`src/design/vnorm_pkg.sv`:
```
// vnorm_pkg: shared constants for the vector normalize pipeline
// no dependencies; imported by every module of the block
package vnorm_pkg;

  // fixed width of each input component on the stream
  localparam int VEC_W = 32;

  // parameter defaults
  localparam int DEF_IN_WIDTH  = 32;
  localparam int DEF_FRAC_BITS = 16;

endpackage

```
`src/design/vnorm_div.sv`:
```
// vnorm_div: pipelined restoring divider, mag * 2^FRAC / len, one quotient bit a stage
// depends on vnorm_pkg; expects mag <= len
module vnorm_div
  import vnorm_pkg::*;
#(
  parameter int MW   = DEF_IN_WIDTH,
  parameter int FRAC = DEF_FRAC_BITS
) (
  input  logic            clk,
  input  logic            en,
  input  logic [MW-1:0]   mag,
  input  logic [MW-1:0]   len,
  output logic [FRAC:0]   quot
);

  localparam int NS = FRAC + 1;
  localparam int QW = FRAC + 1;

  logic [MW-1:0] rem_r [NS];
  logic [MW-1:0] len_r [NS];
  logic [QW-1:0] q_r   [NS];

  for (genvar k = 0; k < NS; k++) begin : g_step
    logic [MW:0]   cur;
    logic [MW-1:0] len_p;
    logic [QW-1:0] q_p;
    logic [MW:0]   diff;
    logic          ge;
    logic [MW-1:0] rem_nxt;
    logic [QW-1:0] q_nxt;

    if (k == 0) begin : g_first
      assign cur   = {1'b0, mag};
      assign len_p = len;
      assign q_p   = '0;
    end else begin : g_next
      assign cur   = {rem_r[k-1], 1'b0};
      assign len_p = len_r[k-1];
      assign q_p   = q_r[k-1];
    end

    always_comb begin
      diff    = cur - {1'b0, len_p};
      ge      = (cur >= {1'b0, len_p});
      rem_nxt = ge ? diff[MW-1:0] : cur[MW-1:0];
      q_nxt   = {q_p[QW-2:0], ge};
    end

    always_ff @(posedge clk) begin
      if (en) begin
        rem_r[k] <= rem_nxt;
        len_r[k] <= len_p;
        q_r[k]   <= q_nxt;
      end
    end
  end

  assign quot = q_r[NS-1];

endmodule

```
`config.mk`:
```
export PLATFORM = sky130hd
export DESIGN_NAME = vnorm_div
export DESIGN_NICKNAME = d
export VERILOG_FILES = /design/src/design/vnorm_pkg.sv /design/src/design/vnorm_div.sv
export SDC_FILE = /design/constraint.sdc
export NUM_CORES = 2
export LEC_CHECK = 0
export BUFFER_PORTS_ARGS = -buffer_cell sky130_fd_sc_hd__clkbuf_2
export CORE_MARGIN = 10
export CORE_UTILIZATION = 62
export DETAILED_ROUTE_END_ITERATION = 10
export PLACE_DENSITY = 0.78
export SYNTH_ARGS = -nofsm -noshare
export SYNTH_HDL_FRONTEND = slang
export SYNTH_SLANG_ARGS = --single-unit
```
`constraint.sdc`:
```
create_clock -name clk -period 5.43 [get_ports clk]
set_input_delay 0.543 -clock clk [delete_from_list [all_inputs] [get_ports clk]]
set_output_delay 0.543 -clock clk [all_outputs]
set_load 0.005 [all_outputs]
```
==> results.sh <==
export IMPL_status="completed"
export IMPL_cp_start_kind="flip-flop"
export IMPL_core_um2=112200
export IMPL_relSlewSlack=0.1992
export IMPL_fmaxAchievable_mhz=219.4
export IMPL_r2r_slack_ps=870
export IMPL_finalSetupViolCount=0
export IMPL_fin_worst_skew_ps=25.78
export IMPL_rsz0062_at_grt="no"
export IMPL_dp_slack_ps=1102
export IMPL_grt_pass1_vias=48070
export IMPL_critical_path_slowest_cell="and2_1"
export IMPL_cp_cell_sequence="ha_1 > nor2b_1 > o21ai_0 > a21o_1 > a2111oi_0 > nor3_1 > a211oi_1 > buf_4 > o21ai_1 > and2_1 > buf_4 > mux2_2"
export IMPL_synth_flop_cell="edfxtp_1"
export IMPL_worst_slack_ps=872.2
export IMPL_nets=7155
export IMPL_drv_cap=0
export IMPL_tns_ps=0
export IMPL_antenna_found_initial=2
export IMPL_mappedNetlistArea_um2=69910
export IMPL_place_congestion=0.9476
export IMPL_clockRootBuffer="clkbuf_16"
export IMPL_place_port_buffers=82
export IMPL_synth_fp_nets=7028
export IMPL_drt_iter0_markers=4994
export IMPL_finalMaxSlewViolations=0
export IMPL_overflow=0
export IMPL_whs_ps=41.75
export IMPL_placed_cell_area_um2=72080
export IMPL_wl_um=170200
export IMPL_synth_top_cell_by_area="edfxtp_1"
export IMPL_worst_endpoint_required_ps=5930
export IMPL_fin_crit_ps=4558
export IMPL_crit_end="rem_r[0][132]"
export IMPL_peakVddDrop_mv=0.3541
export IMPL_leakagePower_nw=31.99
export IMPL_synth_warnings=0
export IMPL_synth_cell_types=89
export IMPL_grt_max_degree=154
export IMPL_synthTopCellsByArea="edfxtp_1, ha_1, a21oi_1"
export IMPL_power_density_nw_per_um2=605.7
export IMPL_initial_core_util=0.6231
export IMPL_finalHoldViolations=0
export IMPL_wire_per_inst_um=20.93
export IMPL_arrival_ps=5060
export IMPL_htreeDepth=4
export IMPL_drive_gt1_frac=0.08835
export IMPL_clk_path_buf_depth=3
export IMPL_std_cell_rows=123
export IMPL_routed_via_density=6.114
export IMPL_avgSynthCellArea_um2=10.92
export IMPL_whs_path_depth=1
export IMPL_die_area_um2=126600
export IMPL_cts_sinks=1177
export IMPL_ys_seq_area_frac=0.5056
export IMPL_first_pass_iters=7
export IMPL_finalCritPeriodShare=0.8394
export IMPL_grt_first_pass_wirelength_um=265000
export IMPL_dp_final_hpwl_um=128500
export IMPL_insertion_delay_ps=760
export IMPL_path_common_cell="buf_4"
export IMPL_r2r_end="rem_r[0][132]"
export IMPL_boundaryPins=83
export IMPL_synth_top_area_share=0.5056
export IMPL_drc_errors=0
export IMPL_tightest_slew_ps=1198
export IMPL_synth_edf_count=1177
export IMPL_async_flop_share=0
export IMPL_cts_setup_buffers=0
export IMPL_die_h_um=355.8
export IMPL_ant_nets=0
export IMPL_diodes=0
export IMPL_cts_tree="yes"
export IMPL_hp_class="input port to flip-flop"
export IMPL_via_count=49730
export IMPL_clkTransAtPathRegs_ps=60
export IMPL_crit_type="flip-flop to flip-flop"
export IMPL_regToRegStartpoint="rem_r[0][96]"
export IMPL_syn_inst=6403
export IMPL_crit_start="rem_r[0][96]"
export IMPL_track_usage=0.2643
export IMPL_crit_path_end_kind="flip-flop"
export IMPL_cp_max_fo=26
export IMPL_final_cells=8133
export IMPL_synth_most_common_cell="edfxtp_1"
export IMPL_ys_ff_latch=1177
export IMPL_cp_slowest_stage_delay_ps=780
export IMPL_cts_made_buffers=131
export IMPL_dieWidth_um=355.8
export IMPL_area_growth_synth_to_final_pct=9.810
export IMPL_synth_commonest_cells="edfxtp_1, inv_1, ha_1"
export IMPL_dpl_cell_count=7868
export IMPL_design_area_um2=76770
export IMPL_worstRegToRegCells=12
==> critical path, delay by kind of cell (launching register included) <==
kind	cells	cell delay [ps]
AO/OA/AOI/OAI	5	1000
buffers and inverters	2	590
multiplexers	1	360
flip-flops	1	410
AND/OR/NAND/NOR	3	1600
adder cells (fa/ha/maj)	1	330
==> where the power goes <==
| part | switching, W | internal, W |
|---|---|---|
| sequential | 0.00167 | 0.0137 |
| combinational | 0.0126 | 0.00950 |
| clock | 0.00374 | 0.00533 |
==> flip-flops by register name (all words and copies together), names as in the netlist <==
name,count
q_r,153
rem_r,512
len_r,512
==> metal layers <==
metal,global-route usage,vias up,part of all wire
li1,-,23750,-
met1,0.3401,23830,0.41
met2,0.4448,1784,0.48
met3,0.04333,363,0.068
met4,0.1044,0,0.040
met5,0,-,0
==> cell type report <==
cell class	count	area, µm²
clock inverter	83	1018
tap	1500	1877
inverter	692	2597
multi-input combinational	4371	31350
sequential	1177	35340
clock buffer	153	3382
fill	8285	35430
timing repair buffer	157	1194
==> worst min path at each step <==
stage / end / slack [ps] / startpoint
finish: len_r[0][10] / 40 / len[10]
global route: len_r[0][10] / 20 / len[10]
CTS: len_r[0][10] / 2 / len[10]
detailed placement: q_r[0][229] / 400 / q_r[0][211]
global placement: q_r[0][208] / 400 / q_r[0][190]
floorplan: q_r[0][103] / 400 / q_r[0][85]
==> per-stage QoR <==
step | total power, W | util
after floorplan | 0.03125 | -
after global placement | 0.03644 | 0.6424
after detailed placement | 0.03698 | 0.6424
after CTS | 0.04631 | 0.6842
after global routing | 0.04938 | 0.6842
final | 0.04650 | 0.6842
==> cells in the final DEF (no fill, tap or decap), drive strengths merged, types with 20 or more instances in the layout <==
master and count:
nand3 93, edfxtp 1177, nand4 86, o31ai 45
a211oi 54, dlygate4sd3 29, a31oi 51, ha 543
and3 49, xnor2 267, a21boi 21, nor3 102
or3 28, o21ai 377, and2 34, inv 696
o21a 63, a21oi 537, mux2 226, clkbuf 234
buf 47, nand2 402, nand2b 76, clkinv 57
or2 26, nor2b 70, nor4 20, xor2 132
o21bai 63, o211ai 33, nor2 402, a21o 275
==> cells by family after synthesis <==
group           share of synthesized area
compound gates                     0.1558
simple gates                      0.09974
flops                              0.5056
buf+inv                           0.04696
fa+ha+maj                          0.1018
xor+xnor                          0.04999
mux                               0.04020
==> timing repair <==
action / 4_1_cts / 5_1_grt
gates resized for setup: 0 / 0
hold buffers: 29 / 0
hold endpoints to repair: 29 / 0
(Power assumes the default switching activity.)
