==> src/design/vnorm_pkg.sv <==
// vnorm_pkg: shared constants for the vector normalize pipeline
// no dependencies; imported by every module of the block
package vnorm_pkg;

  // fixed width of each input component on the stream
  localparam int VEC_W = 32;

  // parameter defaults
  localparam int DEF_IN_WIDTH  = 32;
  localparam int DEF_FRAC_BITS = 16;

endpackage

==> src/design/vnorm_sqrt.sv <==
// vnorm_sqrt: pipelined floor square root, one root bit per register stage
// depends on vnorm_pkg
module vnorm_sqrt
  import vnorm_pkg::*;
#(
  parameter int MW = DEF_IN_WIDTH
) (
  input  logic                clk,
  input  logic                en,
  input  logic [2*MW+1:0]     rad_in,
  output logic [MW-1:0]       root_out
);

  localparam int SW = 2 * MW + 2;
  localparam int NS = MW + 1;
  localparam int RW = MW + 2;
  localparam int QW = MW + 1;

  logic [SW-1:0] rad_r  [NS];
  logic [RW-1:0] rem_r  [NS];
  logic [QW-1:0] root_r [NS];

  for (genvar k = 0; k < NS; k++) begin : g_step
    logic [SW-1:0] rad_p;
    logic [RW-1:0] rem_p;
    logic [QW-1:0] root_p;
    logic [RW+1:0] cur;
    logic [RW+1:0] trial;
    logic [RW+1:0] diff;
    logic          ge;
    logic [SW-1:0] rad_nxt;
    logic [RW-1:0] rem_nxt;
    logic [QW-1:0] root_nxt;

    if (k == 0) begin : g_first
      assign rad_p  = rad_in;
      assign rem_p  = '0;
      assign root_p = '0;
    end else begin : g_next
      assign rad_p  = rad_r[k-1];
      assign rem_p  = rem_r[k-1];
      assign root_p = root_r[k-1];
    end

    always_comb begin
      // bring down the next two radicand bits and try root*4+1
      cur      = {rem_p, rad_p[SW-1 -: 2]};
      trial    = {1'b0, root_p, 2'b01};
      diff     = cur - trial;
      ge       = (cur >= trial);
      rad_nxt  = {rad_p[SW-3:0], 2'b00};
      rem_nxt  = ge ? diff[RW-1:0] : cur[RW-1:0];
      root_nxt = {root_p[QW-2:0], ge};
    end

    always_ff @(posedge clk) begin
      if (en) begin
        rad_r[k]  <= rad_nxt;
        rem_r[k]  <= rem_nxt;
        root_r[k] <= root_nxt;
      end
    end
  end

  assign root_out = root_r[NS-1][MW-1:0];

endmodule

==> config.mk <==
export PLATFORM = sky130hd
export DESIGN_NAME = vnorm_sqrt
export DESIGN_NICKNAME = d
export VERILOG_FILES = /design/src/design/vnorm_pkg.sv /design/src/design/vnorm_sqrt.sv
export SDC_FILE = /design/constraint.sdc
export NUM_CORES = 2
export LEC_CHECK = 0
export BUFFER_PORTS_ARGS = -buffer_cell sky130_fd_sc_hd__buf_2
export CAP_MARGIN = 20
export CORE_ASPECT_RATIO = 0.9
export CORE_MARGIN = 2
export CORE_UTILIZATION = 32
export DETAILED_ROUTE_END_ITERATION = 10
export HOLD_SLACK_MARGIN = 0.08
export PLACE_DENSITY = 0.55
export SLEW_MARGIN = 40
export SYNTH_ARGS = -nofsm -noshare
export SYNTH_HDL_FRONTEND = slang
export SYNTH_MEMORY_MAX_BITS = 65536
export SYNTH_SLANG_ARGS = --single-unit
==> constraint.sdc <==
create_clock -name clk -period 4.6 [get_ports clk]
set_input_delay 0.69 -clock clk [delete_from_list [all_inputs] [get_ports clk]]
set_output_delay 0.69 -clock clk [all_outputs]
set_load 0.01 [all_outputs]
==> flow_summary.toml <==
[synth]
synthArstFlopShare_pct = 0
synth_top_family_by_area = "simple AND/OR/NAND/NOR gates"
ys_types = 89
syn_inst = 9494
yosys.area.top_type = "edfxtp_1"
synth_top_area_share_pct = 64.7
synthXorXnorAreaFrac_pct = 6.23
synth-main-ff-cell = "edfxtp_1"
synthAdderAreaFrac_pct = 6.06
synth_enable_flop_cells = 2653
synth-simple-area-share_pct = 9.59
yosys-top-cells-area = "edfxtp_1 65%, ha_1 6.1%, xnor2_1 3.3%, xor2_1 3.0%, a21oi_1 3.0%"
syn_area_per_cell_um2 = 13.0
ys_seq_elements = 2653
synthesis.nets = 10200
synth_compound_area_share_pct = 9.48
syn_area_um2 = 123000
yosysWarnings = 0
synthMuxAreaShare_pct = 1.03
seq_area_frac_synth_pct = 64.7

[detailed_routing]
first_pass_iters = 6
routedWlPerCell_um = 17.1
ant_nets = 0
drc = 0
drt-total-wl_um = 260000
vias = 74100
viasPerCell = 4.86
drt_iter0_drc = 6142

[sta]
fmax_mhz = 245
fin_setup_tns_ns = 0
fin_skew_ns = 0.102
slew_violations = 0
finalCritPeriodShare_pct = 88.9
rsz0062_at_grt = "no"
finalHoldViolCount = 0
slew_headroom_pct = 43.9
final-setup-viol-count = 0
worst_slew_pin_slew_ns = 0.831
period_needed_ns = 4.09

[floorplan]
num_io_pins = 100
die_h_um = 592
coreArea_um2 = 384000
die_area_um2 = 390000
initial_core_util_pct = 32.1
die_w_um = 658
num_rows = 216

[clocking]
htreeDepth = 5
cts_made_buffers = 298
root_buffer = "clkbuf_16"
clock_path_buffers = 4
cts_resized = 0
clk_pin_slew_worst_paths_ns = 0.06
clock_sinks = 2653
cts_tree = "done"
clk_latency_ns = 0.94

[worst_setup_path]
r2r_end = "rem_r[0][984]$_DFFE_PP_"
crit_path_end_kind = "flip-flop"
regToRegStartpoint = "root_r[0][891]$_DFFE_PP_"
critical_path_arrival_ns = 4.71
cp.required_ns = 5.22
cp-start-kind = "flip-flop"
r2r_cells = 12
criticalPathCategory = "flip-flop to flip-flop"
r2r_slack_ns = 0.51
critPathLaunch = "root_r[0][891]$_DFFE_PP_"
cp_max_fo = 48
endpoint = "rem_r[0][984]$_DFFE_PP_"

[final_layout]
nets = 10500
multi_input_area_um2 = 40000
area.sequential_um2 = 79700
n_fill_cell = 36600
drive_above_1_share_pct = 8.45
postLayoutCellArea_um2 = 141000
syn_to_final_growth_pct = 14.8

[hold_path]
worstHoldPathType = "input port to flip-flop"

[power]
pwr-share-seq_pct = 45.6
fin_total_pwr_mw = 71.8
power_density_nw_per_um2 = 508
p_clk_share_pct = 33.8
power_switching_mw = 20.6
p_int_mw = 51.2
vdd_drop_max_mv = 0.258
leakagePower_nw = 53.5
combPwrFrac_pct = 20.6
switching_share_pct = 28.7

[flow_run]
maxCapViolations = 0

[global_routing]
grt_max_degree = 130
grt_pass1_wl_um = 408000
antenna_found_initial = 5
grt_use_total_pct = 12.9
grt_pass1_vias = 72900
grt.overflow.total = 0

[outcome]
outcome = "completed"

[placement]
place_area_um2 = 131000
io_buffers = 99
post-dp-hpwl_um = 184000
gp_congestion = 0.905
cell families after synthesis:
group	after synthesis
flip-flops	2653
buffers and inverters	945
AO/OA/AOI/OAI	1912
multiplexers	114
XOR/XNOR	875
other	1
adder cells (fa/ha/maj)	596
AND/OR/NAND/NOR	2398
synth_stat cells, drive strengths merged (18+ instances only):
master	n
mux2	103
a211oi	33
inv	745
nand2	549
and2	27
edfxtp	2653
ha	596
nor2	701
clkbuf	179
a31oi	46
or4	50
o41ai	18
nor3b	20
buf	21
o21ai	411
o21a	114
nand3	150
a21o	259
nor4	118
or2	48
a21oi	726
nand4b	18
nor3	214
o31ai	49
xor2	417
nand4	114
or3	90
nand2b	88
and3	50
o21bai	58
xnor2	458
nand3b	21
nor2b	84
o211ai	35
placed cells by master, fill, tap and decap left out, drive strengths merged, types with 21 or more instances in the layout:
cell type / count
a211oi: 33
a21o: 259
nand2b: 88
nor2b: 84
nand3b: 21
xnor2: 458
nand2: 549
dlygate4sd3: 67
clkbuf: 346
nor4: 118
or3: 90
o31ai: 49
xor2: 417
mux2: 103
or4: 50
clkinv: 135
or2: 48
o21a: 114
buf: 211
o211ai: 35
nor3: 214
nor2: 701
a31oi: 46
and3: 50
o21bai: 58
and2: 27
a21oi: 726
nand4: 114
bufinv: 36
nand3: 150
edfxtp: 2653
inv: 755
o21ai: 411
ha: 596
worst min path at each step:
stage | start | endpoint | cells past startpoint
finish | en | rad_r[0][29]$_DFFE_PP_ | 1
CTS | en | rad_r[0][29]$_DFFE_PP_ | 1
global route | en | rad_r[0][29]$_DFFE_PP_ | 1
floorplan | rad_r[0][934]$_DFFE_PP_ | rad_r[0][1000]$_DFFE_PP_ | 0
global placement | rad_r[0][400]$_DFFE_PP_ | rad_r[0][466]$_DFFE_PP_ | 0
detailed placement | rad_r[0][993]$_DFFE_PP_ | rad_r[0][1059]$_DFFE_PP_ | 0
state kept, by name, summed over array words and instances, names as in the netlist:
signal / flops
rad_r: 1056
rem_r: 1037
root_r: 560
cell type report:
class                      instances  area share, %
antenna                            2        0.00354
clock buffer                     346           5.50
clock inverter                   198           1.59
inverter                         745           1.98
multi-input combinational       5896           28.3
sequential                      2653           56.4
tap                             5123           4.54
timing repair buffer             278           1.69
through the flow:
stage / utilization, % / hold WS, ns / cells / worst slack, ns
finish: 36.8 / 0.205 / 15200 / 0.512
detailed placement: 34.0 / 0.405 / 14600 / 0.427
global placement: 34.0 / 0.400 / 14600 / 0.516
global route: 36.8 / 0.161 / 15200 / 0.298
floorplan: - / 0.400 / 9494 / 0.907
CTS: 36.8 / 0.141 / 15200 / 0.430
per-layer routing:
metal  vias up  part of all wire [%]  global-route usage (%)
met5         -                0.0042                       0
met4         2                   3.2                    4.40
met3       540                   4.6                    1.77
met2      1804                    45                    20.8
met1     35900                    47                    18.0
li1      35800                     -                       -
power groups by stage:
stage	logic [mW]	clock network [mW]	registers (mW)
floorplan	10.9	0	32.2
global placement	14.2	0	33.2
detailed placement	14.5	0	33.2
CTS	14.7	25.2	32.8
global route	16.5	26.1	33.1
finish	14.8	24.3	32.7
worst max-delay path, cell delays in order (launching register included):
cell	delay [ns]
edfxtp_1	0.39
inv_1	0.08
ha_1	0.26
nor2b_1	0.16
o311ai_0	0.34
nand2_1	0.18
a41oi_1	0.48
a21oi_1	0.17
o21ai_0	0.59
o41ai_1	0.25
a31o_4	0.45
and4b_1	0.30
xor2_1	0.14
repair_timing:
action / 4_1_cts / 5_1_grt
hold buffers: 67 / 0
hold endpoints to repair: 67 / 0
buffers inserted: 0 / 0
No activity file was read; power rests on OpenSTA's default activity.
